[src/imu6_pkg.sv]
// Package for the six-axis IMU window averager: constants, beat types and divider request.
`default_nettype none

package imu6_pkg;

  localparam int WINDOW_DEPTH = 10;
  localparam int CAL_SAMPLES  = 100;

  localparam int AXES      = 6;
  localparam int GYRO_AXES = 3;
  localparam int AXIS_W    = $clog2(AXES);
  localparam int GAX_W     = $clog2(GYRO_AXES);

  localparam int SMP_W   = 16;
  localparam int SMP_MAX = 32767;
  localparam int SMP_MIN = -32768;

  localparam int SLOT_W    = $clog2(WINDOW_DEPTH);
  localparam int MEM_DEPTH = AXES * WINDOW_DEPTH;
  localparam int MEM_AW    = $clog2(MEM_DEPTH);
  localparam int CNT_W     = (CAL_SAMPLES > 1) ? $clog2(CAL_SAMPLES) : 1;

  // Signed sums: a full window, and a full calibration run.
  localparam int WIN_SUM_W  = SMP_W + $clog2(WINDOW_DEPTH);
  localparam int BIAS_SUM_W = SMP_W + $clog2(CAL_SAMPLES);
  localparam int DIV_W      = (WIN_SUM_W > BIAS_SUM_W) ? WIN_SUM_W : BIAS_SUM_W;

  // Reciprocals are exact for any magnitude below 2**DIV_W since the shift
  // carries clog2(divisor) guard bits beyond the dividend width.
  localparam int RECIP_W   = DIV_W + 1;
  localparam int PROD_W    = DIV_W + RECIP_W;
  localparam int WIN_SHIFT = DIV_W + $clog2(WINDOW_DEPTH);
  localparam int CAL_SHIFT = DIV_W + $clog2(CAL_SAMPLES);
  localparam longint unsigned WIN_RECIP =
    ((64'd1 << WIN_SHIFT) + WINDOW_DEPTH - 1) / WINDOW_DEPTH;
  localparam longint unsigned CAL_RECIP =
    ((64'd1 << CAL_SHIFT) + CAL_SAMPLES - 1) / CAL_SAMPLES;

  localparam logic OP_FILTER = 1'b0;
  localparam logic OP_CAL    = 1'b1;

  localparam logic DIV_SEL_WIN = 1'b0;
  localparam logic DIV_SEL_CAL = 1'b1;

  typedef logic signed [SMP_W-1:0] smp_t;

  typedef struct packed {
    logic op;
    smp_t gyro_x_in;
    smp_t gyro_y_in;
    smp_t gyro_z_in;
    smp_t accel_x_in;
    smp_t accel_y_in;
    smp_t accel_z_in;
  } in_beat_t;

  typedef struct packed {
    smp_t gyro_x_out;
    smp_t gyro_y_out;
    smp_t gyro_z_out;
    smp_t accel_x_out;
    smp_t accel_y_out;
    smp_t accel_z_out;
  } out_beat_t;

  typedef struct packed {
    logic vld;
    logic sel;
  } div_req_t;

endpackage

`default_nettype wire

[src/imu_six_axis_window_average.sv]
// Top level of the six-axis IMU window averager with gyro bias removal.
// A filter beat is accepted, then one accumulator walks the window memory one entry a
// cycle, then one divider serves all axes before out_valid rises.
// A new beat is taken only after the previous one finishes, and later while a result waits.
// A calibration beat adds its gyro samples to the bias sums; the last beat of a run also sets new biases.
// Reset is synchronous: control, row valid bits, biases and bias sums clear at once.
`default_nettype none

module imu_six_axis_window_average (
  input  wire logic                  clk,
  input  wire logic                  rst_n,
  input  wire logic                  in_valid,
  output logic                       in_stall,
  input  wire imu6_pkg::in_beat_t    in_data,
  output logic                       out_valid,
  input  wire logic                  out_stall,
  output imu6_pkg::out_beat_t        out_data
);

  localparam logic [2:0] S_IDLE  = 3'd0;
  localparam logic [2:0] S_SUM   = 3'd1;
  localparam logic [2:0] S_DRAIN = 3'd2;
  localparam logic [2:0] S_DIV   = 3'd3;
  localparam logic [2:0] S_CAL   = 3'd4;
  localparam logic [2:0] S_BIAS  = 3'd5;
  localparam logic [2:0] S_EMIT  = 3'd6;

  logic [2:0]                                 state_r, state_nxt;
  logic [imu6_pkg::AXIS_W-1:0]                cnt_r, cnt_nxt;
  logic [imu6_pkg::AXIS_W-1:0]                rcnt_r, rcnt_nxt;
  logic [imu6_pkg::SLOT_W-1:0]                idx_r, idx_nxt;
  logic [imu6_pkg::MEM_AW-1:0]                addr_r, addr_nxt;
  logic [imu6_pkg::SLOT_W-1:0]                slot_r, slot_nxt;
  logic [imu6_pkg::WINDOW_DEPTH-1:0]          row_ok_r, row_ok_nxt;
  logic [imu6_pkg::CNT_W-1:0]                 cal_cnt_r, cal_cnt_nxt;
  logic [imu6_pkg::CNT_W:0]                   cal_total;

  imu6_pkg::smp_t                             smp_r [imu6_pkg::AXES];
  imu6_pkg::smp_t                             smp_nxt [imu6_pkg::AXES];
  imu6_pkg::smp_t                             res_r [imu6_pkg::AXES];
  imu6_pkg::smp_t                             res_nxt [imu6_pkg::AXES];
  logic signed [imu6_pkg::WIN_SUM_W-1:0]      sums_r [imu6_pkg::AXES];
  logic signed [imu6_pkg::WIN_SUM_W-1:0]      sums_nxt [imu6_pkg::AXES];
  imu6_pkg::smp_t                             bias_r [imu6_pkg::GYRO_AXES];
  imu6_pkg::smp_t                             bias_nxt [imu6_pkg::GYRO_AXES];
  logic signed [imu6_pkg::BIAS_SUM_W-1:0]     bsum_r [imu6_pkg::GYRO_AXES];
  logic signed [imu6_pkg::BIAS_SUM_W-1:0]     bsum_nxt [imu6_pkg::GYRO_AXES];
  logic signed [imu6_pkg::BIAS_SUM_W-1:0]     bsum_base;

  logic                                       p_vld_r, p_vld_nxt;
  logic                                       p_first_r, p_first_nxt;
  logic                                       p_last_r, p_last_nxt;
  logic                                       p_slot_r, p_slot_nxt;
  logic                                       p_row_ok_r, p_row_ok_nxt;
  logic [imu6_pkg::AXIS_W-1:0]                p_axis_r, p_axis_nxt;
  imu6_pkg::smp_t                             p_data_r, p_data_nxt;
  logic signed [imu6_pkg::WIN_SUM_W-1:0]      acc_r, acc_nxt;
  logic signed [imu6_pkg::WIN_SUM_W-1:0]      acc_sum;
  imu6_pkg::smp_t                             operand;

  logic                                       out_valid_r, out_valid_nxt;
  imu6_pkg::out_beat_t                        out_data_r, out_data_nxt;

  logic                                       ram_we;
  logic [imu6_pkg::SMP_W-1:0]                 ram_rd_data;
  imu6_pkg::div_req_t                         div_req;
  logic signed [imu6_pkg::DIV_W-1:0]          dividend;
  logic                                       quot_vld;
  logic signed [imu6_pkg::DIV_W-1:0]          quot;
  int                                         diff;

  imu6_ram #(
    .WIDTH (imu6_pkg::SMP_W),
    .DEPTH (imu6_pkg::MEM_DEPTH)
  ) u_window (
    .clk     (clk),
    .we      (ram_we),
    .waddr   (addr_r),
    .wdata   (smp_r[cnt_r]),
    .raddr   (addr_r),
    .rd_data (ram_rd_data)
  );

  imu6_cdiv u_cdiv (
    .clk      (clk),
    .rst_n    (rst_n),
    .req      (div_req),
    .dividend (dividend),
    .quot_vld (quot_vld),
    .quot     (quot)
  );

  assign in_stall  = (state_r != S_IDLE);
  assign out_valid = out_valid_r;
  assign out_data  = out_data_r;

  // The new sample replaces its slot in the memory and feeds the sum directly.
  assign ram_we = (state_r == S_SUM) && (idx_r == slot_r);

  always_comb begin
    if (p_slot_r) begin
      operand = p_data_r;
    end else if (p_row_ok_r) begin
      operand = $signed(ram_rd_data);
    end else begin
      operand = '0;
    end
    acc_sum = (p_first_r ? imu6_pkg::WIN_SUM_W'(0) : acc_r)
            + imu6_pkg::WIN_SUM_W'(operand);
  end

  always_comb begin
    div_req.sel = (state_r == S_BIAS) ? imu6_pkg::DIV_SEL_CAL : imu6_pkg::DIV_SEL_WIN;
    div_req.vld = 1'b0;
    dividend    = '0;
    if (state_r == S_DIV && cnt_r < imu6_pkg::AXIS_W'(imu6_pkg::AXES)) begin
      div_req.vld = 1'b1;
      dividend    = imu6_pkg::DIV_W'(sums_r[cnt_r]);
    end else if (state_r == S_BIAS &&
                 cnt_r < imu6_pkg::AXIS_W'(imu6_pkg::GYRO_AXES)) begin
      div_req.vld = 1'b1;
      dividend    = imu6_pkg::DIV_W'(bsum_r[cnt_r[imu6_pkg::GAX_W-1:0]]);
    end
  end

  always_comb begin
    state_nxt     = state_r;
    cnt_nxt       = cnt_r;
    rcnt_nxt      = rcnt_r;
    idx_nxt       = idx_r;
    addr_nxt      = addr_r;
    slot_nxt      = slot_r;
    row_ok_nxt    = row_ok_r;
    cal_cnt_nxt   = cal_cnt_r;
    cal_total     = {1'b0, cal_cnt_r} + (imu6_pkg::CNT_W + 1)'(1);
    smp_nxt       = smp_r;
    res_nxt       = res_r;
    sums_nxt      = sums_r;
    bias_nxt      = bias_r;
    bsum_nxt      = bsum_r;
    bsum_base     = '0;
    acc_nxt       = acc_r;
    diff          = 0;
    out_data_nxt  = out_data_r;
    out_valid_nxt = out_valid_r & out_stall;

    p_vld_nxt    = (state_r == S_SUM);
    p_first_nxt  = (idx_r == '0);
    p_last_nxt   = (idx_r == imu6_pkg::SLOT_W'(imu6_pkg::WINDOW_DEPTH - 1));
    p_slot_nxt   = (idx_r == slot_r);
    p_row_ok_nxt = row_ok_r[idx_r];
    p_axis_nxt   = cnt_r;
    p_data_nxt   = smp_r[cnt_r];

    if (p_vld_r) begin
      acc_nxt = acc_sum;
      if (p_last_r) begin
        sums_nxt[p_axis_r] = acc_sum;
      end
    end

    unique case (state_r)
      S_IDLE: begin
        if (in_valid) begin
          smp_nxt[0] = in_data.gyro_x_in;
          smp_nxt[1] = in_data.gyro_y_in;
          smp_nxt[2] = in_data.gyro_z_in;
          smp_nxt[3] = in_data.accel_x_in;
          smp_nxt[4] = in_data.accel_y_in;
          smp_nxt[5] = in_data.accel_z_in;
          cnt_nxt    = '0;
          idx_nxt    = '0;
          addr_nxt   = '0;
          state_nxt  = (in_data.op == imu6_pkg::OP_CAL) ? S_CAL : S_SUM;
        end
      end
      S_SUM: begin
        addr_nxt = addr_r + imu6_pkg::MEM_AW'(1);
        if (idx_r == imu6_pkg::SLOT_W'(imu6_pkg::WINDOW_DEPTH - 1)) begin
          idx_nxt = '0;
          cnt_nxt = cnt_r + imu6_pkg::AXIS_W'(1);
          if (cnt_r == imu6_pkg::AXIS_W'(imu6_pkg::AXES - 1)) begin
            state_nxt = S_DRAIN;
          end
        end else begin
          idx_nxt = idx_r + imu6_pkg::SLOT_W'(1);
        end
      end
      S_DRAIN: begin
        cnt_nxt   = '0;
        rcnt_nxt  = '0;
        state_nxt = S_DIV;
      end
      S_DIV: begin
        if (div_req.vld) begin
          cnt_nxt = cnt_r + imu6_pkg::AXIS_W'(1);
        end
        if (quot_vld) begin
          rcnt_nxt = rcnt_r + imu6_pkg::AXIS_W'(1);
          if (rcnt_r < imu6_pkg::AXIS_W'(imu6_pkg::GYRO_AXES)) begin
            diff = int'(quot) - int'(bias_r[rcnt_r[imu6_pkg::GAX_W-1:0]]);
            if (diff > imu6_pkg::SMP_MAX) begin
              res_nxt[rcnt_r] = imu6_pkg::SMP_W'(imu6_pkg::SMP_MAX);
            end else if (diff < imu6_pkg::SMP_MIN) begin
              res_nxt[rcnt_r] = imu6_pkg::SMP_W'(imu6_pkg::SMP_MIN);
            end else begin
              res_nxt[rcnt_r] = imu6_pkg::SMP_W'(diff);
            end
          end else begin
            res_nxt[rcnt_r] = imu6_pkg::SMP_W'(quot);
          end
          if (rcnt_r == imu6_pkg::AXIS_W'(imu6_pkg::AXES - 1)) begin
            state_nxt = S_EMIT;
          end
        end
      end
      S_CAL: begin
        // The first beat of a run starts the sums from zero.
        if (cal_cnt_r != '0) begin
          bsum_base = bsum_r[cnt_r[imu6_pkg::GAX_W-1:0]];
        end
        bsum_nxt[cnt_r[imu6_pkg::GAX_W-1:0]] =
          bsum_base + imu6_pkg::BIAS_SUM_W'(smp_r[cnt_r]);
        cnt_nxt = cnt_r + imu6_pkg::AXIS_W'(1);
        if (cnt_r == imu6_pkg::AXIS_W'(imu6_pkg::GYRO_AXES - 1)) begin
          if (cal_total == (imu6_pkg::CNT_W + 1)'(imu6_pkg::CAL_SAMPLES)) begin
            cal_cnt_nxt = '0;
            cnt_nxt     = '0;
            rcnt_nxt    = '0;
            state_nxt   = S_BIAS;
          end else begin
            cal_cnt_nxt = cal_total[imu6_pkg::CNT_W-1:0];
            state_nxt   = S_IDLE;
          end
        end
      end
      S_BIAS: begin
        if (div_req.vld) begin
          cnt_nxt = cnt_r + imu6_pkg::AXIS_W'(1);
        end
        if (quot_vld) begin
          rcnt_nxt = rcnt_r + imu6_pkg::AXIS_W'(1);
          bias_nxt[rcnt_r[imu6_pkg::GAX_W-1:0]] = imu6_pkg::SMP_W'(quot);
          if (rcnt_r == imu6_pkg::AXIS_W'(imu6_pkg::GYRO_AXES - 1)) begin
            state_nxt = S_IDLE;
          end
        end
      end
      S_EMIT: begin
        if (!out_valid_r || !out_stall) begin
          out_data_nxt.gyro_x_out  = res_r[0];
          out_data_nxt.gyro_y_out  = res_r[1];
          out_data_nxt.gyro_z_out  = res_r[2];
          out_data_nxt.accel_x_out = res_r[3];
          out_data_nxt.accel_y_out = res_r[4];
          out_data_nxt.accel_z_out = res_r[5];
          out_valid_nxt            = 1'b1;
          row_ok_nxt[slot_r]       = 1'b1;
          if (slot_r == imu6_pkg::SLOT_W'(imu6_pkg::WINDOW_DEPTH - 1)) begin
            slot_nxt = '0;
          end else begin
            slot_nxt = slot_r + imu6_pkg::SLOT_W'(1);
          end
          state_nxt = S_IDLE;
        end
      end
      default: begin
        state_nxt = S_IDLE;
      end
    endcase
  end

  always_ff @(posedge clk) begin
    if (!rst_n) begin
      state_r     <= S_IDLE;
      cnt_r       <= '0;
      rcnt_r      <= '0;
      idx_r       <= '0;
      addr_r      <= '0;
      slot_r      <= '0;
      row_ok_r    <= '0;
      cal_cnt_r   <= '0;
      p_vld_r     <= 1'b0;
      out_valid_r <= 1'b0;
      for (int a = 0; a < imu6_pkg::GYRO_AXES; a++) begin
        bias_r[a] <= '0;
        bsum_r[a] <= '0;
      end
    end else begin
      state_r     <= state_nxt;
      cnt_r       <= cnt_nxt;
      rcnt_r      <= rcnt_nxt;
      idx_r       <= idx_nxt;
      addr_r      <= addr_nxt;
      slot_r      <= slot_nxt;
      row_ok_r    <= row_ok_nxt;
      cal_cnt_r   <= cal_cnt_nxt;
      p_vld_r     <= p_vld_nxt;
      out_valid_r <= out_valid_nxt;
      bias_r      <= bias_nxt;
      bsum_r      <= bsum_nxt;
    end
    smp_r      <= smp_nxt;
    res_r      <= res_nxt;
    sums_r     <= sums_nxt;
    acc_r      <= acc_nxt;
    p_first_r  <= p_first_nxt;
    p_last_r   <= p_last_nxt;
    p_slot_r   <= p_slot_nxt;
    p_row_ok_r <= p_row_ok_nxt;
    p_axis_r   <= p_axis_nxt;
    p_data_r   <= p_data_nxt;
    out_data_r <= out_data_nxt;
  end

`ifndef SYNTH
  a_acc_in_walk: assert property (@(posedge clk) disable iff (!rst_n)
    p_vld_r |-> (state_r == S_SUM || state_r == S_DRAIN))
    else $error("accumulator active outside the window walk");

  a_quot_in_div: assert property (@(posedge clk) disable iff (!rst_n)
    quot_vld |-> (state_r == S_DIV || state_r == S_BIAS))
    else $error("divider result arrived with nobody collecting it");

  a_out_from_emit: assert property (@(posedge clk) disable iff (!rst_n)
    $rose(out_valid_r) |-> $past(state_r) == S_EMIT)
    else $error("result beat raised outside the emit state");

  a_slot_range: assert property (@(posedge clk) disable iff (!rst_n)
    slot_r < imu6_pkg::SLOT_W'(imu6_pkg::WINDOW_DEPTH))
    else $error("write slot beyond the window depth");

  a_cal_range: assert property (@(posedge clk) disable iff (!rst_n)
    {1'b0, cal_cnt_r} < (imu6_pkg::CNT_W + 1)'(imu6_pkg::CAL_SAMPLES))
    else $error("calibration count past the run length");
`endif

endmodule

`default_nettype wire

[src/imu6_ram.sv]
// Generic single-write, single-read RAM with registered read data.
`default_nettype none

module imu6_ram #(
  parameter int WIDTH = 16,
  parameter int DEPTH = 64,
  localparam int AW = (DEPTH > 1) ? $clog2(DEPTH) : 1
) (
  input  wire logic             clk,
  input  wire logic             we,
  input  wire logic [AW-1:0]    waddr,
  input  wire logic [WIDTH-1:0] wdata,
  input  wire logic [AW-1:0]    raddr,
  output logic      [WIDTH-1:0] rd_data
);

  logic [WIDTH-1:0] mem_r [DEPTH];
  logic [WIDTH-1:0] rd_data_r;

  always_ff @(posedge clk) begin
    if (we) begin
      mem_r[waddr] <= wdata;
    end
    rd_data_r <= mem_r[raddr];
  end

  assign rd_data = rd_data_r;

endmodule

`default_nettype wire

[src/imu6_cdiv.sv]
// Two-stage signed divider by the window depth or the calibration count.
`default_nettype none

module imu6_cdiv (
  input  wire logic                                clk,
  input  wire logic                                rst_n,
  input  wire imu6_pkg::div_req_t                  req,
  input  wire logic signed [imu6_pkg::DIV_W-1:0]   dividend,
  output logic                                     quot_vld,
  output logic signed [imu6_pkg::DIV_W-1:0]        quot
);

  logic                                vld1_r;
  logic                                sel1_r;
  logic                                neg1_r;
  logic [imu6_pkg::PROD_W-1:0]         prod_r;
  logic [imu6_pkg::PROD_W-1:0]         prod_nxt;
  logic                                vld2_r;
  logic signed [imu6_pkg::DIV_W-1:0]   quot_r;
  logic signed [imu6_pkg::DIV_W-1:0]   quot_nxt;
  logic                                neg;
  logic [imu6_pkg::DIV_W-1:0]          mag;
  logic [imu6_pkg::RECIP_W-1:0]        recip;
  logic [imu6_pkg::DIV_W-1:0]          q;

  // Divide the magnitude so that the quotient truncates toward zero.
  always_comb begin
    neg   = dividend[imu6_pkg::DIV_W-1];
    mag   = neg ? imu6_pkg::DIV_W'(-dividend) : imu6_pkg::DIV_W'(dividend);
    recip = (req.sel == imu6_pkg::DIV_SEL_CAL) ? imu6_pkg::RECIP_W'(imu6_pkg::CAL_RECIP)
                                               : imu6_pkg::RECIP_W'(imu6_pkg::WIN_RECIP);
    prod_nxt = imu6_pkg::PROD_W'(mag) * imu6_pkg::PROD_W'(recip);
  end

  always_comb begin
    if (sel1_r == imu6_pkg::DIV_SEL_CAL) begin
      q = imu6_pkg::DIV_W'(prod_r >> imu6_pkg::CAL_SHIFT);
    end else begin
      q = imu6_pkg::DIV_W'(prod_r >> imu6_pkg::WIN_SHIFT);
    end
    quot_nxt = neg1_r ? -$signed(q) : $signed(q);
  end

  always_ff @(posedge clk) begin
    if (!rst_n) begin
      vld1_r <= 1'b0;
      vld2_r <= 1'b0;
    end else begin
      vld1_r <= req.vld;
      vld2_r <= vld1_r;
    end
    sel1_r <= req.sel;
    neg1_r <= neg;
    prod_r <= prod_nxt;
    quot_r <= quot_nxt;
  end

  assign quot_vld = vld2_r;
  assign quot     = quot_r;

endmodule

`default_nettype wire

[config.mk]
export PLATFORM = sky130hd
export DESIGN_NAME = imu_six_axis_window_average
export DESIGN_NICKNAME = d
export VERILOG_FILES = /design/src/imu6_pkg.sv /design/src/imu_six_axis_window_average.sv /design/src/imu6_ram.sv /design/src/imu6_cdiv.sv
export SDC_FILE = /design/constraint.sdc
export NUM_CORES = 2
export LEC_CHECK = 0
export BUFFER_PORTS_ARGS = -buffer_cell sky130_fd_sc_hd__buf_2
export CORE_MARGIN = 1
export CORE_UTILIZATION = 62
export CTS_CLUSTER_DIAMETER = 60
export CTS_CLUSTER_SIZE = 40
export DETAILED_ROUTE_END_ITERATION = 6
export PLACE_DENSITY = 0.91
export SYNTH_ARGS = -nofsm -noshare
export SYNTH_HDL_FRONTEND = slang
export SYNTH_SLANG_ARGS = --single-unit
[constraint.sdc]
create_clock -name clk -period 13.1 [get_ports clk]
set_input_delay 2.62 -clock clk [delete_from_list [all_inputs] [get_ports clk]]
set_output_delay 2.62 -clock clk [all_outputs]
set_load 0.05 [all_outputs]
Yosys cells after proc, flatten, opt, wreduce, memory -nomap -nowiden
Memory sizes are Yosys's and may differ from the RTL's. A register that Yosys moved wholly into a read port is not among the register bits.
Cells that the tools add are included.
{"block": "totals", "reg_bits": 684, "ramBits": 960, "in_bits": 101, "output_inout_bits": 98, "word_cells": 230, "n_memories": 1}
{"block": "op_classes", "add_sub_neg": 11, "n_mul": 1, "order_cmp": 17, "eq_ne": 26, "mux": 79, "bitwise_logic": 13, "reduce_logical": 29}
{"name": "u_window.mem_r", "words": 60, "width": 16, "read_ports": 1, "rd_ports_with_merged_regs": 1, "wr": 1, "line": "imu6_ram.sv:17", "rtl": "logic [WIDTH-1:0] mem_r [DEPTH];"}
{"operator": "2-to-1 mux 96 bit", "count": 3}
{"operator": "2-to-1 mux 23 bit", "count": 10}
{"operator": "bitwise mux 96 bit", "count": 2}
{"operator": "2-to-1 mux 16 bit", "count": 8}
{"operator": "bitwise mux 120 bit", "count": 1}
{"operator": "2-to-1 mux 20 bit", "count": 5}
{"operator": "bitwise AND 90 bit", "count": 1}
{"operator": "inverter 90 bit", "count": 1}
{"operator": "bitwise OR 90 bit", "count": 1}
{"operator": "bitwise mux 69 bit", "count": 1}
{"operator": "binary-select mux 20 bit (select 3 bit)", "count": 1}
{"operator": "demux 20 bit (select 3 bit)", "count": 1}
{"operator": "2-to-1 mux 3 bit", "count": 19}
{"operator": "binary-select mux 16 bit (select 3 bit)", "count": 1}
{"operator": "bitwise mux 48 bit", "count": 1}
{"operator": "demux 16 bit (select 3 bit)", "count": 1}
{"operator": "multiplier 23 x 24 -> 47 bit", "count": 1}
{"operator": "binary-select mux 23 bit (select 2 bit)", "count": 1}
{"operator": "demux 23 bit (select 2 bit)", "count": 1}
{"operator": "negation 23 bit", "count": 2}
{"operator": "binary-select mux 16 bit (select 2 bit)", "count": 1}
{"operator": "demux 16 bit (select 2 bit)", "count": 1}
{"operator": "greater-than comparator 24 x 16 -> 1 bit (second input constant)", "count": 1}
{"operator": "< comparator 24 x 16 -> 1 bit (second input constant)", "count": 1}
{"operator": "54 further kinds", "count": 110}

Logic depth before layout (Yosys ltp)
{"block": "depth", "depth_word": 10, "mapped_depth": 42, "ltp_nobuf": 39}

By module
Synthesis repeated with hierarchy kept, for this count alone.
{"block": "unflattened", "hier_cells": 5620, "hier_area_um2": 80287.0}
{"mod": "imu6_ram", "instances": 1, "cells_each": 1667, "area_each_um2": 37375.8, "seq_area_each_um2": 29148.0}
{"mod": "imu_six_axis_window_average", "instances": 1, "cells_each": 2291, "area_each_um2": 27163.6, "seq_area_each_um2": 16495.8}
{"mod": "imu6_cdiv", "instances": 1, "cells_each": 1662, "area_each_um2": 15747.6, "seq_area_each_um2": 940.9}

Least setup slack after synthesis
Ideal clock, no wire load.
{"block": "synth_path", "path_type": "register to register", "startpoint": "register cnt_r[0] (netlist name)", "endpoint": "register u_cdiv.prod_r[46] (netlist name)", "setup_ns": 0.121, "arrival_ns": 8.940, "path_slack_ns": 4.039, "stages_incl_launch_ff": 36, "n_path_buf": 2, "path_cell_list": "dfxtp_1 buf_4 buf_6 mux4_2 a21oi_1 o21ai_0 inv_1 ha_1 nand4_1 nor2b_1 and3_1 nor2_1 xnor2_1 nand2_1 fa_1 fa_1 inv_1 fa_1 inv_1 fa_1 inv_1 fa_1 inv_1 fa_1 inv_1 fa_1 ha_1 nand4_1 nor3_1 nand3b_4 a211oi_2 o211ai_1 or3_4 a31oi_4 a21oi_2 xnor2_1"}
{"block": "synth_between", "elab_chain_len": 9}
{"item": "from (decl)", "line": "imu_six_axis_window_average.sv:29", "rtl": "logic [imu6_pkg::AXIS_W-1:0] cnt_r, cnt_nxt;"}
{"item": "from (signal assigned)", "line": "imu_six_axis_window_average.sv:291", "rtl": "cnt_r <= cnt_nxt;"}
{"item": "inverter 2 -> 3 bit (not written as such)", "line": "imu_six_axis_window_average.sv:122", "rtl": "dividend = imu6_pkg::DIV_W'(bsum_r[cnt_r[imu6_pkg::GAX_W-1:0]]);"}
{"item": "binary-select mux 23 bit (select 2 bit)", "line": "imu_six_axis_window_average.sv:122"}
{"item": "2-to-1 mux 23 bit (not written as such) (2 in series)", "line": "imu_six_axis_window_average.sv:122"}
{"item": "2-to-1 mux 23 bit", "line": "imu_six_axis_window_average.sv:119", "rtl": "end else if (state_r == S_BIAS &&"}
{"item": "2-to-1 mux 23 bit *", "line": "imu_six_axis_window_average.sv:116", "rtl": "if (state_r == S_DIV && cnt_r < imu6_pkg::AXIS_W'(imu6_pkg::AXES)) begin"}
{"item": "negation 23 bit", "line": "imu6_cdiv.sv:29", "rtl": "mag = neg ? imu6_pkg::DIV_W'(-dividend) : imu6_pkg::DIV_W'(dividend);"}
{"item": "2-to-1 mux 23 bit *", "line": "imu6_cdiv.sv:29"}
{"item": "multiplier 23 x 24 -> 47 bit *", "line": "imu6_cdiv.sv:32", "rtl": "prod_nxt = imu6_pkg::PROD_W'(mag) * imu6_pkg::PROD_W'(recip);"}
{"item": "net u_cdiv.prod_nxt (one bit)", "line": "imu6_cdiv.sv:17", "rtl": "logic [imu6_pkg::PROD_W-1:0] prod_nxt;"}
{"item": "to (signal assigned)", "line": "imu6_cdiv.sv:54", "rtl": "prod_r <= prod_nxt;"}
{"item": "to (decl)", "line": "imu6_cdiv.sv:16", "rtl": "logic [imu6_pkg::PROD_W-1:0] prod_r;"}
Mark *: on every way through the listed nets, which the timed path passes. The rest lies on a longest branch. The select of a mux whose other input is x is not followed.
A chain may end at the register's enable or synchronous reset.

Final worst setup path
{"block": "layout_path", "startpoint": "register cnt_r[1] (netlist name)", "endpoint": "register u_cdiv.prod_r[46] (netlist name)"}
Same word-level chain as after synthesis.

==> flow_summary_export.csv <==
group,metric,value,unit
clock_network,cts_tree,"yes",
synth,synth_top_area_share,0.5354,
timing,hold_viol,0,
cells_and_area,design_area,84880,um^2
run_status,violations,"design-rule violations, max-capacitance violations, max-slew violations",
clock_network,cts-resized-gates,0,
timing,fmax,86.80,MHz
cells_and_area,register_area,46600,um^2
clock_network,root_buffer,"clkbuf_16",
timing,tightest_slew,1.516,ns
clock_network,post_cts_buffers,0,
timing,fin_skew,0.07230,ns
floorplan,dieArea,127000,um^2
synth,yosys.cell_count.top_type,"edfxtp_1",
critical_path,crit_path_start_kind,"flop",
detailed_routing,drtIter0Drc,8220,
floorplan,core_area,124100,um^2
synth,synth_async_sr_flop_share,0,
power,leakage,31.44,nW
timing,setup_violations,0,
critical_path,rrSetupSlack,1.58,ns
clock_network,htreeDepth,3,
timing,worst_slack,1.579,ns
timing,tns,0,ns
detailed_routing,drt_pre_antenna_iters,7,
critical_path,cp.required,13.70,ns
clock_network,clock_latency,0.79,ns
detailed_routing,ant_nets,0,
synth,avgSynthCellArea,13.59,um^2
timing,fin_crit_sh,0.8795,
power,power_density,157.8,nW/um^2
critical_path,crit_top_cell,"inv_1",
clock_network,cts_hold_buf,0,
synth,ys_types,87,
detailed_routing,routed_wirelength,216400,um
floorplan,ioPinCount,199,
cells_and_area,multi_input_area,28390,um^2
synth,yosys-top-cells-area,"edfxtp_1 (54%), fa_1 (8.9%), dfxtp_1 (6.3%)",
critical_path,critical_path_arrival,12.13,ns
clock_network,numCtsBuffers,93,
cells_and_area,final_nets,6670,
placed_design,hpwl,140200,um
timing,final_max_slew_viol_count,4,
critical_path,worstReg2RegStart,"cnt_r[1]$_SDFFE_PN0P_",
grt,grt_max_degree,96,
critical_path,criticalPathCategory,"reg2reg",
run_status,status,"finished with violations",
synth,yosysWarnings,0,
critical_path,max_stage_delay,0.90,ns
grt,grt_pass1_wl,319500,um
synth,yosysTopAreaCell,"edfxtp_1",
grt,grtUsageTotal,0.3386,
floorplan,start_util,0.6272,
synth,netlist_instances,5729,
timing,fin_crit,11.52,ns
synth,ys.flop_type,"edfxtp_1",
cells_and_area,post-route-util,0.6838,
timing,rsz0062_at_grt,"false",
grt,grt_overflow,0,
detailed_routing,wl_per_cell,28.36,um
cells_and_area,fill_cells,7715,
placed_design,routabilityCongestion,1.011,
placed_design,port-buffer-count,198,
power,vdd_drop_max,164.6,uV
floorplan,die_height,356.3,um
detailed_routing,vias_per_cell,6.786,
detailed_routing,drc,70,
clock_network,clk_pin_slew_worst_paths,0.11,ns
cells_and_area,drive_gt1_frac,0.1072,
critical_path,cp-startpoint,"cnt_r[1]$_SDFFE_PN0P_",
floorplan,rows,129,
critical_path,crit_end,"u_cdiv.prod_r[46]$_DFF_P_",
clock_network,cts_num_sinks,1633,
critical_path,cp_slowest_cell,"xnor2_1",
hold_path,hold_class,"reg2reg",
grt,grt_pass1_vias,51250,
detailed_routing,vias,51770,
synth,yosysSeqAreaShare,0.5984,
cells_and_area,areaGrowthSynthToFinish,9.028,%
timing,slew_headroom,-0.01991,
synth,synth_seq_cells,1633,
hold_path,hold_depth,0,
clock_network,clk_path_buf_depth,3,
run,max-cap-violations,2,
critical_path,regToRegEndpoint,"u_cdiv.prod_r[46]$_DFF_P_",
critical_path,worst_setup_path_end_kind,"flop",
floorplan,chipWidth,356.3,um
synth,syn_area,77850,um^2
placed_design,place_area,81210,um^2
critical_path,crit_fanout,47,
synth,yosys-top-cells-count,"edfxtp_1 (1388), inv_1 (578), nand2_1 (394)",
critical_path,rr_worst_depth,37,
grt,antenna_found_initial,7,
synth,synth_edf_count,1388,
placed_design,pre_cts_ws,1.823,ns
## registers in the layout, summed over array words and instances (netlist names), 3 cells and up
signal	flops
u_window.mem_r	960
sums_r	120
out_data	96
res_r	96
smp_r	96
bsum_r	69
bias_r	48
u_cdiv.quot	23
acc_r	20
u_cdiv.prod_r	20
p_data_r	16
u_window.rd_data	16
row_ok_r	10
cal_cnt_r	7
addr_r	6
idx_r	4
slot_r	4
cnt_r	3
p_axis_r	3
rcnt_r	3
state_r	3
## power by group
part / internal, mW / switching (mW)
sequential: 6.38 / 0.235
combinational: 0.949 / 2.22
clock: 1.57 / 2.03
## critical path, delay by kind of cell, from the launching register on
family	cells	cell delay, ns
xor+xnor	2	1.01
fa+ha+maj	9	3.73
flops	1	0.83
simple gates	11	3.19
compound gates	7	1.55
buf+inv	8	0.99
## area by class of cell
class | count | area share
clock inverters | 79 | 0.01471
well taps | 1637 | 0.02413
repair buffers | 329 | 0.02356
flip-flops and latches | 1633 | 0.5490
diodes | 4 | 0.0001179
multi-input cells | 3270 | 0.3345
inverters | 580 | 0.02568
clock buffers | 97 | 0.02835
## metrics by stage
stage,hold WS (ns),cells,power (mW)
floorplan,0.3559,5758,8.635
global placement,0.4163,7449,9.576
detailed placement,0.4230,7449,9.742
CTS,0.4394,7625,13.27
global route,0.4570,7627,13.75
finish,0.4367,7629,13.39
## layer usage
| metal | wire length, um | up-vias | track usage |
|---|---|---|---|
| li1 | - | 21320 | - |
| met1 | 74040 | 25260 | 0.4328 |
| met2 | 101400 | 4330 | 0.5397 |
| met3 | 27270 | 854 | 0.08102 |
| met4 | 13640 | 8 | 0.1797 |
| met5 | 60 | - | 0 |
## worst min path at each step
stage	slack (ns)	start	end
after floorplan	0.36	cnt_r[2]$_SDFFE_PN0P_	p_axis_r[2]$_DFF_P_
after global placement	0.42	u_cdiv.vld1_r$_SDFF_PN0_	u_cdiv.quot_vld$_SDFF_PN0_
after detailed placement	0.42	u_cdiv.vld1_r$_SDFF_PN0_	u_cdiv.quot_vld$_SDFF_PN0_
after CTS	0.44	res_r[44]$_DFFE_PP_	out_data[44]$_DFFE_PP_
after global routing	0.46	res_r[10]$_DFFE_PP_	out_data[10]$_DFFE_PP_
final	0.44	res_r[10]$_DFFE_PP_	out_data[10]$_DFFE_PP_
## kinds of logic (layout without fill, tap and decap cells)
kind of cell / Yosys count / after routing / share of synthesized area
XOR/XNOR: 116 / 116 / 0.01305
multiplexers: 172 / 172 / 0.03120
flip-flops: 1633 / 1633 / 0.5984
AO/OA/AOI/OAI: 1287 / 1287 / 0.1165
adder cells (fa/ha/maj): 662 / 662 / 0.1397
AND/OR/NAND/NOR: 1002 / 1002 / 0.05891
other: 2 / 35 / 0.00009647
buffers and inverters: 855 / 1085 / 0.04214
## placed cells by master, fill, tap and decap left out, drive strengths merged, types with 27 or more instances in the layout
master and count:
conb 31, a22oi 331, a22o 121, inv 625, a221oi 55, xor2 43
mux2i 102, a31oi 60, o21ai 175, nand4 30, a21oi 241, nor2 248
buf 329, a21boi 49, and3 27, edfxtp 1388, nand2 395, nor2b 53
mux4 55, and2 46, a41oi 41, nor3 49, a21o 58, ha 317
nand3 74, clkbuf 97, xnor2 73, fa 345, dfxtp 245, clkinv 28
(Power assumes the default switching activity.)
